### config.mk
export PLATFORM = sky130hd
export DESIGN_NAME = annexb_start_code_splitter_top
export DESIGN_NICKNAME = d
export VERILOG_FILES = /design/src/sv/ascs_pkg.sv /design/src/sv/annexb_start_code_splitter_top.sv /design/src/sv/ascs_fifo.sv /design/src/sv/ascs_front.sv /design/src/sv/ascs_back.sv
export SDC_FILE = /design/constraint.sdc
export NUM_CORES = 1
export LEC_CHECK = 0
export BUFFER_PORTS_ARGS = -buffer_cell sky130_fd_sc_hd__buf_2
export CORE_MARGIN = 3
export CORE_UTILIZATION = 45
export CTS_CLUSTER_SIZE = 20
export DETAILED_ROUTE_END_ITERATION = 8
export SYNTH_ARGS = -nofsm -noshare
export SYNTH_HDL_FRONTEND = slang
export SYNTH_SLANG_ARGS = --single-unit
### constraint.sdc
create_clock -name clk -period 14 [get_ports clk]
set_input_delay 0.7 -clock clk [delete_from_list [all_inputs] [get_ports clk]]
set_output_delay 0.7 -clock clk [all_outputs]
set_load 0.05 [all_outputs]
### src/sv/ascs_pkg.sv
// ---------------------------------------------------------------------------
// ascs_pkg
// Shared types and constants for the Annex B start code splitter.
// ---------------------------------------------------------------------------
package ascs_pkg;

  localparam int OFF_W         = 32;
  localparam int TYPE_W        = 5;
  localparam int QUEUE_DEPTH_D = 4;

  localparam logic [OFF_W-1:0]  POS_MAX   = {OFF_W{1'b1}};
  localparam logic [7:0]        SC_BYTE   = 8'h01;
  localparam logic [7:0]        ZERO_BYTE = 8'h00;

  typedef struct packed {
    logic [7:0] data_byte;
    logic       end_of_buffer;
  } in_item_t;

  typedef struct packed {
    logic [OFF_W-1:0]  start_offset;
    logic [OFF_W-1:0]  body_offset;
    logic [OFF_W-1:0]  payload_size;
    logic [TYPE_W-1:0] unit_type;
    logic              last_of_run;
  } out_item_t;

  // one unit record without the run marker
  typedef struct packed {
    logic [OFF_W-1:0]  start;
    logic [OFF_W-1:0]  payload;
    logic [OFF_W-1:0]  size;
    logic [TYPE_W-1:0] utype;
  } rec_t;

  // records caused by one byte; r1 used only when two is set
  typedef struct packed {
    rec_t r0;
    rec_t r1;
    logic two;
  } rec_pair_t;

  function automatic logic [OFF_W-1:0] sat_inc(input logic [OFF_W-1:0] v);
    return (v == POS_MAX) ? POS_MAX : v + OFF_W'(1);
  endfunction

  function automatic logic [OFF_W-1:0] clamp_sub(input logic [OFF_W-1:0] a,
                                                 input logic [OFF_W-1:0] b);
    return (a > b) ? a - b : '0;
  endfunction

endpackage

### src/sv/annexb_start_code_splitter_top.sv
// ---------------------------------------------------------------------------
// annexb_start_code_splitter_top
// Annex B byte stream splitter: one byte in, NAL unit records out.
// ---------------------------------------------------------------------------
// The scanner takes one byte every clock cycle and stalls (full) only when
// the record queue of QUEUE_DEPTH entries is full. A byte that closes a unit
// and also ends the buffer yields two records, which leave as two successive
// output transfers; the drain delivers one record per cycle while pop is high
// and records are waiting. A record passes through the record queue and the
// drain register before it reaches the output. Offsets saturate at 2^32 - 1.
module annexb_start_code_splitter_top #(
  parameter int QUEUE_DEPTH = ascs_pkg::QUEUE_DEPTH_D
) (
  input  logic                clk,
  input  logic                rst_n,
  input  logic                push,
  input  ascs_pkg::in_item_t  in_data,
  output logic                full,
  output logic                empty,
  input  logic                pop,
  output ascs_pkg::out_item_t out_data
);
  import ascs_pkg::*;

  localparam int PAIR_W = $bits(rec_pair_t);

  logic      q_wr, q_rd, q_full, q_empty;
  rec_pair_t q_wdata, q_rdata;
  logic [PAIR_W-1:0] q_rbits;

  ascs_front u_front (
    .clk     (clk),
    .rst_n   (rst_n),
    .push    (push),
    .in_data (in_data),
    .q_full  (q_full),
    .full    (full),
    .q_wr    (q_wr),
    .q_data  (q_wdata)
  );

  ascs_fifo #(
    .WIDTH (PAIR_W),
    .DEPTH (QUEUE_DEPTH)
  ) u_fifo (
    .clk     (clk),
    .rst_n   (rst_n),
    .wr_en   (q_wr),
    .wr_data (q_wdata),
    .rd_en   (q_rd),
    .rd_data (q_rbits),
    .q_full  (q_full),
    .q_empty (q_empty)
  );

  assign q_rdata = rec_pair_t'(q_rbits);

  ascs_back u_back (
    .clk      (clk),
    .rst_n    (rst_n),
    .q_empty  (q_empty),
    .q_data   (q_rdata),
    .q_rd     (q_rd),
    .empty    (empty),
    .pop      (pop),
    .out_data (out_data)
  );

endmodule

### src/sv/ascs_fifo.sv
// ---------------------------------------------------------------------------
// ascs_fifo
// Small register queue between the scanner and the record drain.
// ---------------------------------------------------------------------------
module ascs_fifo #(
  parameter int WIDTH = 8,
  parameter int DEPTH = 4
) (
  input  logic             clk,
  input  logic             rst_n,
  input  logic             wr_en,
  input  logic [WIDTH-1:0] wr_data,
  input  logic             rd_en,
  output logic [WIDTH-1:0] rd_data,
  output logic             q_full,
  output logic             q_empty
);

  localparam int PTR_W = (DEPTH > 1) ? $clog2(DEPTH) : 1;
  localparam int CNT_W = $clog2(DEPTH + 1);

  logic [WIDTH-1:0] mem_r [DEPTH];
  logic [PTR_W-1:0] wr_ptr_r, wr_ptr_nxt;
  logic [PTR_W-1:0] rd_ptr_r, rd_ptr_nxt;
  logic [CNT_W-1:0] cnt_r, cnt_nxt;
  logic             do_wr, do_rd;

  assign q_full  = (cnt_r == CNT_W'(DEPTH));
  assign q_empty = (cnt_r == '0);
  assign do_wr   = wr_en && !q_full;
  assign do_rd   = rd_en && !q_empty;
  assign rd_data = mem_r[rd_ptr_r];

  always_comb begin
    wr_ptr_nxt = wr_ptr_r;
    rd_ptr_nxt = rd_ptr_r;
    cnt_nxt    = cnt_r;
    if (do_wr) begin
      wr_ptr_nxt = (wr_ptr_r == PTR_W'(DEPTH - 1)) ? '0 : wr_ptr_r + PTR_W'(1);
    end
    if (do_rd) begin
      rd_ptr_nxt = (rd_ptr_r == PTR_W'(DEPTH - 1)) ? '0 : rd_ptr_r + PTR_W'(1);
    end
    if (do_wr && !do_rd) begin
      cnt_nxt = cnt_r + CNT_W'(1);
    end else if (do_rd && !do_wr) begin
      cnt_nxt = cnt_r - CNT_W'(1);
    end
  end

  always_ff @(posedge clk) begin
    if (!rst_n) begin
      wr_ptr_r <= '0;
      rd_ptr_r <= '0;
      cnt_r    <= '0;
    end else begin
      wr_ptr_r <= wr_ptr_nxt;
      rd_ptr_r <= rd_ptr_nxt;
      cnt_r    <= cnt_nxt;
    end
  end

  always_ff @(posedge clk) begin
    if (do_wr) begin
      mem_r[wr_ptr_r] <= wr_data;
    end
  end

endmodule

### src/sv/ascs_front.sv
// ---------------------------------------------------------------------------
// ascs_front
// Byte scanner: tracks zero history and the pending unit, builds records.
// ---------------------------------------------------------------------------
module ascs_front (
  input  logic              clk,
  input  logic              rst_n,
  input  logic              push,
  input  ascs_pkg::in_item_t in_data,
  input  logic              q_full,
  output logic              full,
  output logic              q_wr,
  output ascs_pkg::rec_pair_t q_data
);
  import ascs_pkg::*;

  logic [OFF_W-1:0]  pos_r, pos_nxt;
  logic [2:0]        zh_r, zh_nxt;
  logic              pv_r, pv_nxt;
  logic [OFF_W-1:0]  ps_r, ps_nxt;
  logic [OFF_W-1:0]  pp_r, pp_nxt;
  logic [TYPE_W-1:0] pt_r, pt_nxt;
  logic              aw_r, aw_nxt;

  logic              acc;
  logic              sc;
  logic [TYPE_W-1:0] type_now;
  logic [OFF_W-1:0]  start;
  logic [OFF_W-1:0]  pinc;
  logic              close_v, eob_v;
  rec_t              close_rec, eob_rec;

  assign full = q_full;
  assign acc  = push && !q_full;

  always_comb begin
    type_now = aw_r ? in_data.data_byte[TYPE_W-1:0] : pt_r;
    sc       = (in_data.data_byte == SC_BYTE) && (zh_r[1:0] == 2'b11);
    start    = zh_r[2] ? clamp_sub(pos_r, OFF_W'(3)) : clamp_sub(pos_r, OFF_W'(2));
    pinc     = sat_inc(pos_r);

    pos_nxt = pinc;
    if (sc) begin
      zh_nxt = '0;
      pv_nxt = 1'b1;
      ps_nxt = start;
      pp_nxt = pinc;
      pt_nxt = '0;
      aw_nxt = 1'b1;
    end else begin
      zh_nxt = {zh_r[1:0], in_data.data_byte == ZERO_BYTE};
      pv_nxt = pv_r;
      ps_nxt = ps_r;
      pp_nxt = pp_r;
      pt_nxt = type_now;
      aw_nxt = 1'b0;
    end

    close_v         = sc && pv_r;
    close_rec.start   = ps_r;
    close_rec.payload = pp_r;
    close_rec.size    = clamp_sub(start, pp_r);
    close_rec.utype   = type_now;

    eob_v           = in_data.end_of_buffer && pv_nxt;
    eob_rec.start   = ps_nxt;
    eob_rec.payload = pp_nxt;
    eob_rec.size    = clamp_sub(pinc, pp_nxt);
    eob_rec.utype   = pt_nxt;

    q_wr      = acc && (close_v || eob_v);
    q_data.r0 = close_v ? close_rec : eob_rec;
    q_data.r1 = eob_rec;
    q_data.two = close_v && eob_v;

    if (in_data.end_of_buffer) begin
      pos_nxt = '0;
      zh_nxt  = '0;
      pv_nxt  = 1'b0;
      ps_nxt  = '0;
      pp_nxt  = '0;
      pt_nxt  = '0;
      aw_nxt  = 1'b0;
    end
  end

  always_ff @(posedge clk) begin
    if (!rst_n) begin
      pos_r <= '0;
      zh_r  <= '0;
      pv_r  <= 1'b0;
      ps_r  <= '0;
      pp_r  <= '0;
      pt_r  <= '0;
      aw_r  <= 1'b0;
    end else if (acc) begin
      pos_r <= pos_nxt;
      zh_r  <= zh_nxt;
      pv_r  <= pv_nxt;
      ps_r  <= ps_nxt;
      pp_r  <= pp_nxt;
      pt_r  <= pt_nxt;
      aw_r  <= aw_nxt;
    end
  end

endmodule

### src/sv/ascs_back.sv
// ---------------------------------------------------------------------------
// ascs_back
// Record drain: unpacks queued record pairs into one transfer per record.
// ---------------------------------------------------------------------------
module ascs_back (
  input  logic                clk,
  input  logic                rst_n,
  input  logic                q_empty,
  input  ascs_pkg::rec_pair_t q_data,
  output logic                q_rd,
  output logic                empty,
  input  logic                pop,
  output ascs_pkg::out_item_t out_data
);
  import ascs_pkg::*;

  rec_pair_t cur_r;
  logic      vld_r, vld_nxt;
  logic      sel_r, sel_nxt;
  logic      take;
  logic      done;
  rec_t      rec;

  assign empty = !vld_r;
  assign take  = pop && vld_r;
  assign done  = take && (sel_r || !cur_r.two);
  assign q_rd  = !q_empty && (!vld_r || done);

  always_comb begin
    rec = sel_r ? cur_r.r1 : cur_r.r0;
    out_data.start_offset   = rec.start;
    out_data.body_offset    = rec.payload;
    out_data.payload_size   = rec.size;
    out_data.unit_type      = rec.utype;
    out_data.last_of_run    = sel_r || !cur_r.two;
  end

  always_comb begin
    vld_nxt = vld_r;
    sel_nxt = sel_r;
    if (q_rd) begin
      vld_nxt = 1'b1;
      sel_nxt = 1'b0;
    end else if (done) begin
      vld_nxt = 1'b0;
      sel_nxt = 1'b0;
    end else if (take) begin
      sel_nxt = 1'b1;
    end
  end

  always_ff @(posedge clk) begin
    if (!rst_n) begin
      vld_r <= 1'b0;
      sel_r <= 1'b0;
    end else begin
      vld_r <= vld_nxt;
      sel_r <= sel_nxt;
    end
  end

  always_ff @(posedge clk) begin
    if (q_rd) begin
      cur_r <= q_data;
    end
  end

endmodule

==> results of run 1 <==
[power breakdown]
| group | internal [mW] | switching [mW] | leakage [nW] |
|---|---|---|---|
| sequential | 4.08 | 0.121 | 9.76 |
| clock | 1.85 | 1.26 | 1.88 |
| combinational | 0.588 | 1.43 | 6.11 |
[state kept, by name, indices dropped and copies added (netlist names)]
register and cells:
u_front.pos_r 32, u_front.zh_r 3, u_fifo.cnt_r 3, u_fifo.wr_ptr_r 2, u_back.cur_r 203, u_back.sel_r 1, u_front.ps_r 32, u_front.aw_r 1
u_fifo.mem_r 812, u_back.vld_r 1, u_front.pp_r 32, u_fifo.rd_ptr_r 2, u_front.pv_r 1, u_front.pt_r 5
[logic make-up after synthesis]
logic type	after synthesis	synth area share, %
AOI/OAI and AO/OA	532	7.06
xor gates and xnor gates	82	1.48
adders and majority gates	78	2.06
buffers and inverters	321	2.57
DFF	1130	67.6
muxes	337	12.5
and+or+nand+nor	689	6.68
[layout make-up]
cell class                      instances  area (um2)  share of cell area [%]
Antenna cell                            1        2.50                 0.00460
Clock buffer                          158        3230                    5.95
Clock inverter                         54         637                    1.17
Inverter                              143         537                   0.988
Multi-Input combinational cell       1718       14500                    26.6
Sequential cell                      1130       32800                    60.3
Tap cell                             1391        1740                    3.20
Timing Repair Buffer                  160         936                    1.72
[metrics by stage]
| step | power (mW) | utilization (%) | setup slack, ns |
|---|---|---|---|
| floorplan | 5.86 | - | 0.879 |
| global placement | 6.31 | 47.6 | 6.71 |
| detailed placement | 6.34 | 47.6 | 6.38 |
| CTS | 9.44 | 51.3 | 6.30 |
| global route | 9.67 | 51.3 | 5.68 |
| finish | 9.33 | 51.3 | 6.28 |
[worst max-delay path by stage]
| stage | from | to | cells past startpoint |
|---|---|---|---|
| global placement | u_front.pos_r[1] | u_fifo.mem_r[0][110] | 18 |
| detailed placement | u_front.pos_r[1] | u_fifo.mem_r[2][110] | 18 |
| global route | u_front.pos_r[1] | u_fifo.mem_r[0][110] | 18 |
| floorplan | u_back.sel_r | u_fifo.cnt_r[2] | 11 |
| finish | u_front.pos_r[1] | u_fifo.mem_r[2][110] | 18 |
| CTS | u_front.pos_r[1] | u_fifo.mem_r[2][110] | 18 |
[per-layer routing]
layer	wire length [um]	GRT usage, %
met1	56100	32.1
met2	61700	37.4
met3	6280	3.29
met4	3240	5.94
met5	0	0
[cell usage after synthesis, types with 44 or more instances]
master	number
edfxtp_1	1015
nand2_1	287
o21ai_0	217
mux4_2	203
inv_1	143
nor2_1	133
clkbuf_1	128
mux2_2	119
dfxtp_1	115
a21oi_1	88
ha_1	75
xor2_1	44
[critical path: stages (launching register included)]
cell	delay, ns
dfxtp_1	0.61
ha_1	0.56
nand4_1	0.24
nor4_1	0.75
nand3_1	0.24
or3_1	0.71
and2_1	0.33
o21ai_0	0.52
inv_1	0.12
ha_1	0.45
nand4_1	0.21
or4_1	0.58
or4_4	0.59
o221ai_1	0.17
a21oi_1	0.08
o21bai_4	0.17
buf_4	0.26
nand2b_4	0.43
o22ai_1	0.43
==> results.toml, run 1 <==
[worst_hold_path]
hold-path-endpoint = "u_front.pt_r[3]"
hold_class = "input pin to flop"
min_path_cells = 3
hold_path_startpoint = "in_data[4]"

[yosys]
synth_top_area_share_pct = 62.9
seq_area_frac_synth_pct = 67.6
ys.warnings.count = 0
synth_area_um2 = 48500
synth_seq_cells = 1130
ys.flop_type = "edfxtp_1"
synth_edf_count = 1015
synthCells = 3169
syn_nets = 3260
synth_cell_types = 77
ys_top_cells_by_area = "edfxtp_1 (63%), mux4_2 (9.4%), dfxtp_1 (4.8%)"
ys_async_sr_fraction_pct = 0
avgSynthCellArea_um2 = 15.3
yosys.area.top_type = "edfxtp_1"

[pwr]
p_leak_nw = 17.7
power_density_nw_per_um2 = 172
vdd_ir_drop_max_uv = 130

[global_routing]
antenna_found_initial = 2
grt_use_total_pct = 22.8
grt_pass1_vias = 27800
grt_pass1_wl_um = 188000
overflow = 0
grt_start_max_net_pins = 110

[cts]
clkTransAtPathRegs_ns = 0.06
clock_latency_ns = 0.71
cts_resized = 0
htree_levels = 3
clock_sinks = 1130
clockBufferDepth = 3
cts_buffers = 114
post_cts_buffers = 0
ctsHoldBuffers = 0
clockRootBuffer = "clkbuf_16"
cts_tree = "yes"

[placement]
dp.cells = 4542
postPlaceCellArea_um2 = 50500
gp_congestion = 0.987
dpl.hpwl_um = 85000
portBuffers = 116

[timing]
tightest_slew_ns = 1.36
holdWs_ns = 0.313
finalCritPeriodShare_pct = 55.2
fin_crit_ns = 7.72
fmax_ghz = 0.129
hold_viol = 0
drv_slew = 0
setup_viol_count_final = 0
skew_ns = 0.0327
setup_tns_ns = 0
slew_headroom_pct = 9.20
rsz0062_at_grt = "false"

[floorplan]
rows = 119
die_x_um = 334
start_util_pct = 45.7
die-area_um2 = 112000
fp.dieH_um = 334
placeableCoreArea_um2 = 106000
pin_count = 117

[routing]
firstDrtPassIters = 5
drc = 0
wl_per_cell_um = 26.8
finalWirelength_um = 127000
drt-initial-drc-count = 2573
ant_nets = 0
viasPerCell = 5.85
vias = 27800

[layout]
finalNonFillerCells = 4755
stdcell_area_um2 = 54400
area_delta_synth_final_pct = 12.2
fill_cells = 8735
drive_gt1_share_pct = 21.1
layout_common_cells = "edfxtp_1 (1015), nand2_1 (286), o21ai_0 (217)"
final_common_cell = "edfxtp_1"
fin_nets = 3358

[critical_path]
r2r_cells = 18
worst_setup_path_start_kind = "flop"
rr_startpoint = "u_front.pos_r[1]"
worstSetupPathType = "flop to flop"
worst-path-max-fanout = 34
reg2reg_setup_slack_ns = 6.28
crit_arrival_ns = 8.19
r2r_end = "u_fifo.mem_r[2][110]"
critPathRequiredTime_ns = 14.47
critPathCaptureType = "flop"

[outcome]
outcome = "completed"

[job]
maxCapViolCount = 0
Note: power is estimated with default switching activity, not from simulation.
==> inputs of run 2 (changes only) <==
==> constraint.sdc (replaced) <==
create_clock -name clk -period 7.8 [get_ports clk]
set_input_delay 0.39 -clock clk [delete_from_list [all_inputs] [get_ports clk]]
set_output_delay 0.39 -clock clk [all_outputs]
set_load 0.05 [all_outputs]
==> results.toml, run 2 (same netlist as run 1, synthesis figures left out) <==
[outcome]
outcome = "completed"

[critical_path]
slowest_delay_ns = 0.65
worstSetupPathType = "flop to flop"
crit_path_top_delay_cell = "dfxtp_1"
worst_setup_path_start_kind = "flop"
crit_chain = "ha_1 > nand4_1 > nor4_1 > buf_4 > nand3_1 > nor2_1 > and3_1 > xnor2_1 > and2_1 > inv_1 > a21boi_0 > ha_1 > nand4_1 > or4_1 > or4_4 > o221ai_1 > a21oi_1 > o21bai_4 > buf_4 > nor2_1 > a22o_1"
crit_start = "u_front.pos_r[1]"
crit_arrival_ns = 7.83
worst-path-max-fanout = 11
critPathCaptureType = "flop"
rr_startpoint = "u_front.pos_r[1]"
critPathRequiredTime_ns = 8.32

[global_routing]
met3_usage_pct = 3.20
grt.busiest_layer = "met2"
grt_pass1_vias = 28100
use_met1_pct = 31.2
met2_usage_pct = 36.7
grt_start_max_net_pins = 116
grt_use_total_pct = 22.3
antenna_found_initial = 1
grt_pass1_wl_um = 186000
overflow = 0

[cts]
clkTransAtPathRegs_ns = 0.06
cts_tree = "yes"
post_cts_buffers = 0
clock_latency_ns = 0.70
htree_levels = 3
cts_buffers = 114
clockRootBuffer = "clkbuf_16"
clockBufferDepth = 3
clock_sinks = 1130

[floorplan]
rows = 119
fp.dieH_um = 334
pin_count = 117
die-area_um2 = 112000
die_x_um = 334
placeableCoreArea_um2 = 106000
start_util_pct = 45.7

[pwr]
p_leak_nw = 17.7
power_density_nw_per_um2 = 303
vdd_ir_drop_max_uv = 278

[layout]
final_core_utilization_pct = 51.5
area_delta_synth_final_pct = 12.7
largest_reg_flops = 812
largest_register = "u_fifo.mem_r"
layout_common_cells = "edfxtp_1 (1015), nand2_1 (286), o21ai_0 (215)"
fin_nets = 3397
regArea_um2 = 32800
num_antenna_cells = 0
final_common_cell = "edfxtp_1"
multi_input_area_um2 = 14500
reg_top3 = "u_fifo.mem_r (812), u_back.cur_r (203)"
fill_cells = 8805
drive_gt1_share_pct = 21.8

[routing]
drt-initial-drc-count = 2710
ant_nets = 0
firstDrtPassIters = 6
viasPerCell = 5.80
finalWirelength_um = 125000
vias = 27800
wl_per_cell_um = 26.1
drc = 0

[timing]
finalCritPeriodShare_pct = 93.7
slew_headroom_pct = 22.5
setup_viol_count_final = 0
fmax_ghz = 0.137
fin_crit_ns = 7.31
setup_tns_ns = 0
hold_viol = 0
skew_ns = 0.0285
drv_slew = 0
rsz0062_at_grt = "false"
tightest_slew_ns = 1.16

[job]
maxCapViolCount = 0

[worst_hold_path]
hold_path_startpoint = "pop"
hold_class = "input pin to flop"

[placement]
portBuffers = 116
gp_congestion = 0.951
dpl.hpwl_um = 82500
run 2: changes by cell type in the layout (fill, tap and decap cells not counted), moves of 2 or more:
cell           delta
clkinv_1          +3
clkbuf_8          -4
buf_12           +10
buf_4            +24
o21ai_1           +2
dlygate4sd3_1     +5
clkinvlp_4        -2
o21ai_0           -2
bufinv_16         -5
clkinv_2          +6
run 2: what timing repair did:
action | CTS | global route
hold buffers | 5 | 0
resized for setup | 0 | 0
hold endpoints to repair | 5 | 0
run 2: area by class of cell:
class                      count  share of cell area, %
clock buffer                 155                   5.82
clock inverter                57                  0.980
inverter                     143                  0.982
multi-input combinational   1718                   26.5
sequential                  1130                   60.0
tap                         1391                   3.19
timing repair buffer         199                   2.50
run 2: layer usage:
| layer | up-vias | share of wire (%) | wire (um) |
|---|---|---|---|
| li1 | 12400 | - | - |
| met1 | 14400 | 44 | 55000 |
| met2 | 797 | 49 | 61000 |
| met3 | 172 | 4.8 | 6060 |
| met4 | 0 | 2.6 | 3230 |
| met5 | - | 0 | 0 |
run 2: worst paths after layout:
check / to / slack [ns] / cells after the start
setup / recovery: u_fifo.mem_r[2][108] / 0.49 / 21
hold / removal: u_back.sel_r / 0.08 / 4
setup reg to reg: u_fifo.mem_r[2][108] / 0.49 / 21
hold reg to reg: u_front.ps_r[6] / 0.48 / 2
run 2: where the power goes:
part / leakage [nW] / switching [mW] / internal, mW
clock: 1.82 / 2.25 / 3.12
sequential: 9.60 / 0.210 / 7.32
combinational: 6.31 / 2.59 / 1.09
run 2: metrics by stage:
stage | hold WS (ns) | setup WS, ns | instance area [um2] | std cells | total power [mW]
floorplan | 0.446 | 0.890 | 48500 | 3169 | 10.3
global placement | 0.459 | 0.623 | 50900 | 4576 | 11.4
detailed placement | 0.472 | 0.620 | 50900 | 4576 | 11.4
CTS | 0.0310 | 0.582 | 54600 | 4793 | 16.8
global route | 0.0810 | 0.219 | 54600 | 4793 | 17.2
finish | 0.0821 | 0.494 | 54600 | 4793 | 16.6
run 2: critical path: cells and delay by family, from the launching register on:
kind,cells,cell delay [ns]
flops,1,0.65
compound gates,5,1.24
simple gates,10,3.54
xor+xnor,1,0.23
fa+ha+maj,2,0.95
buf+inv,3,0.52
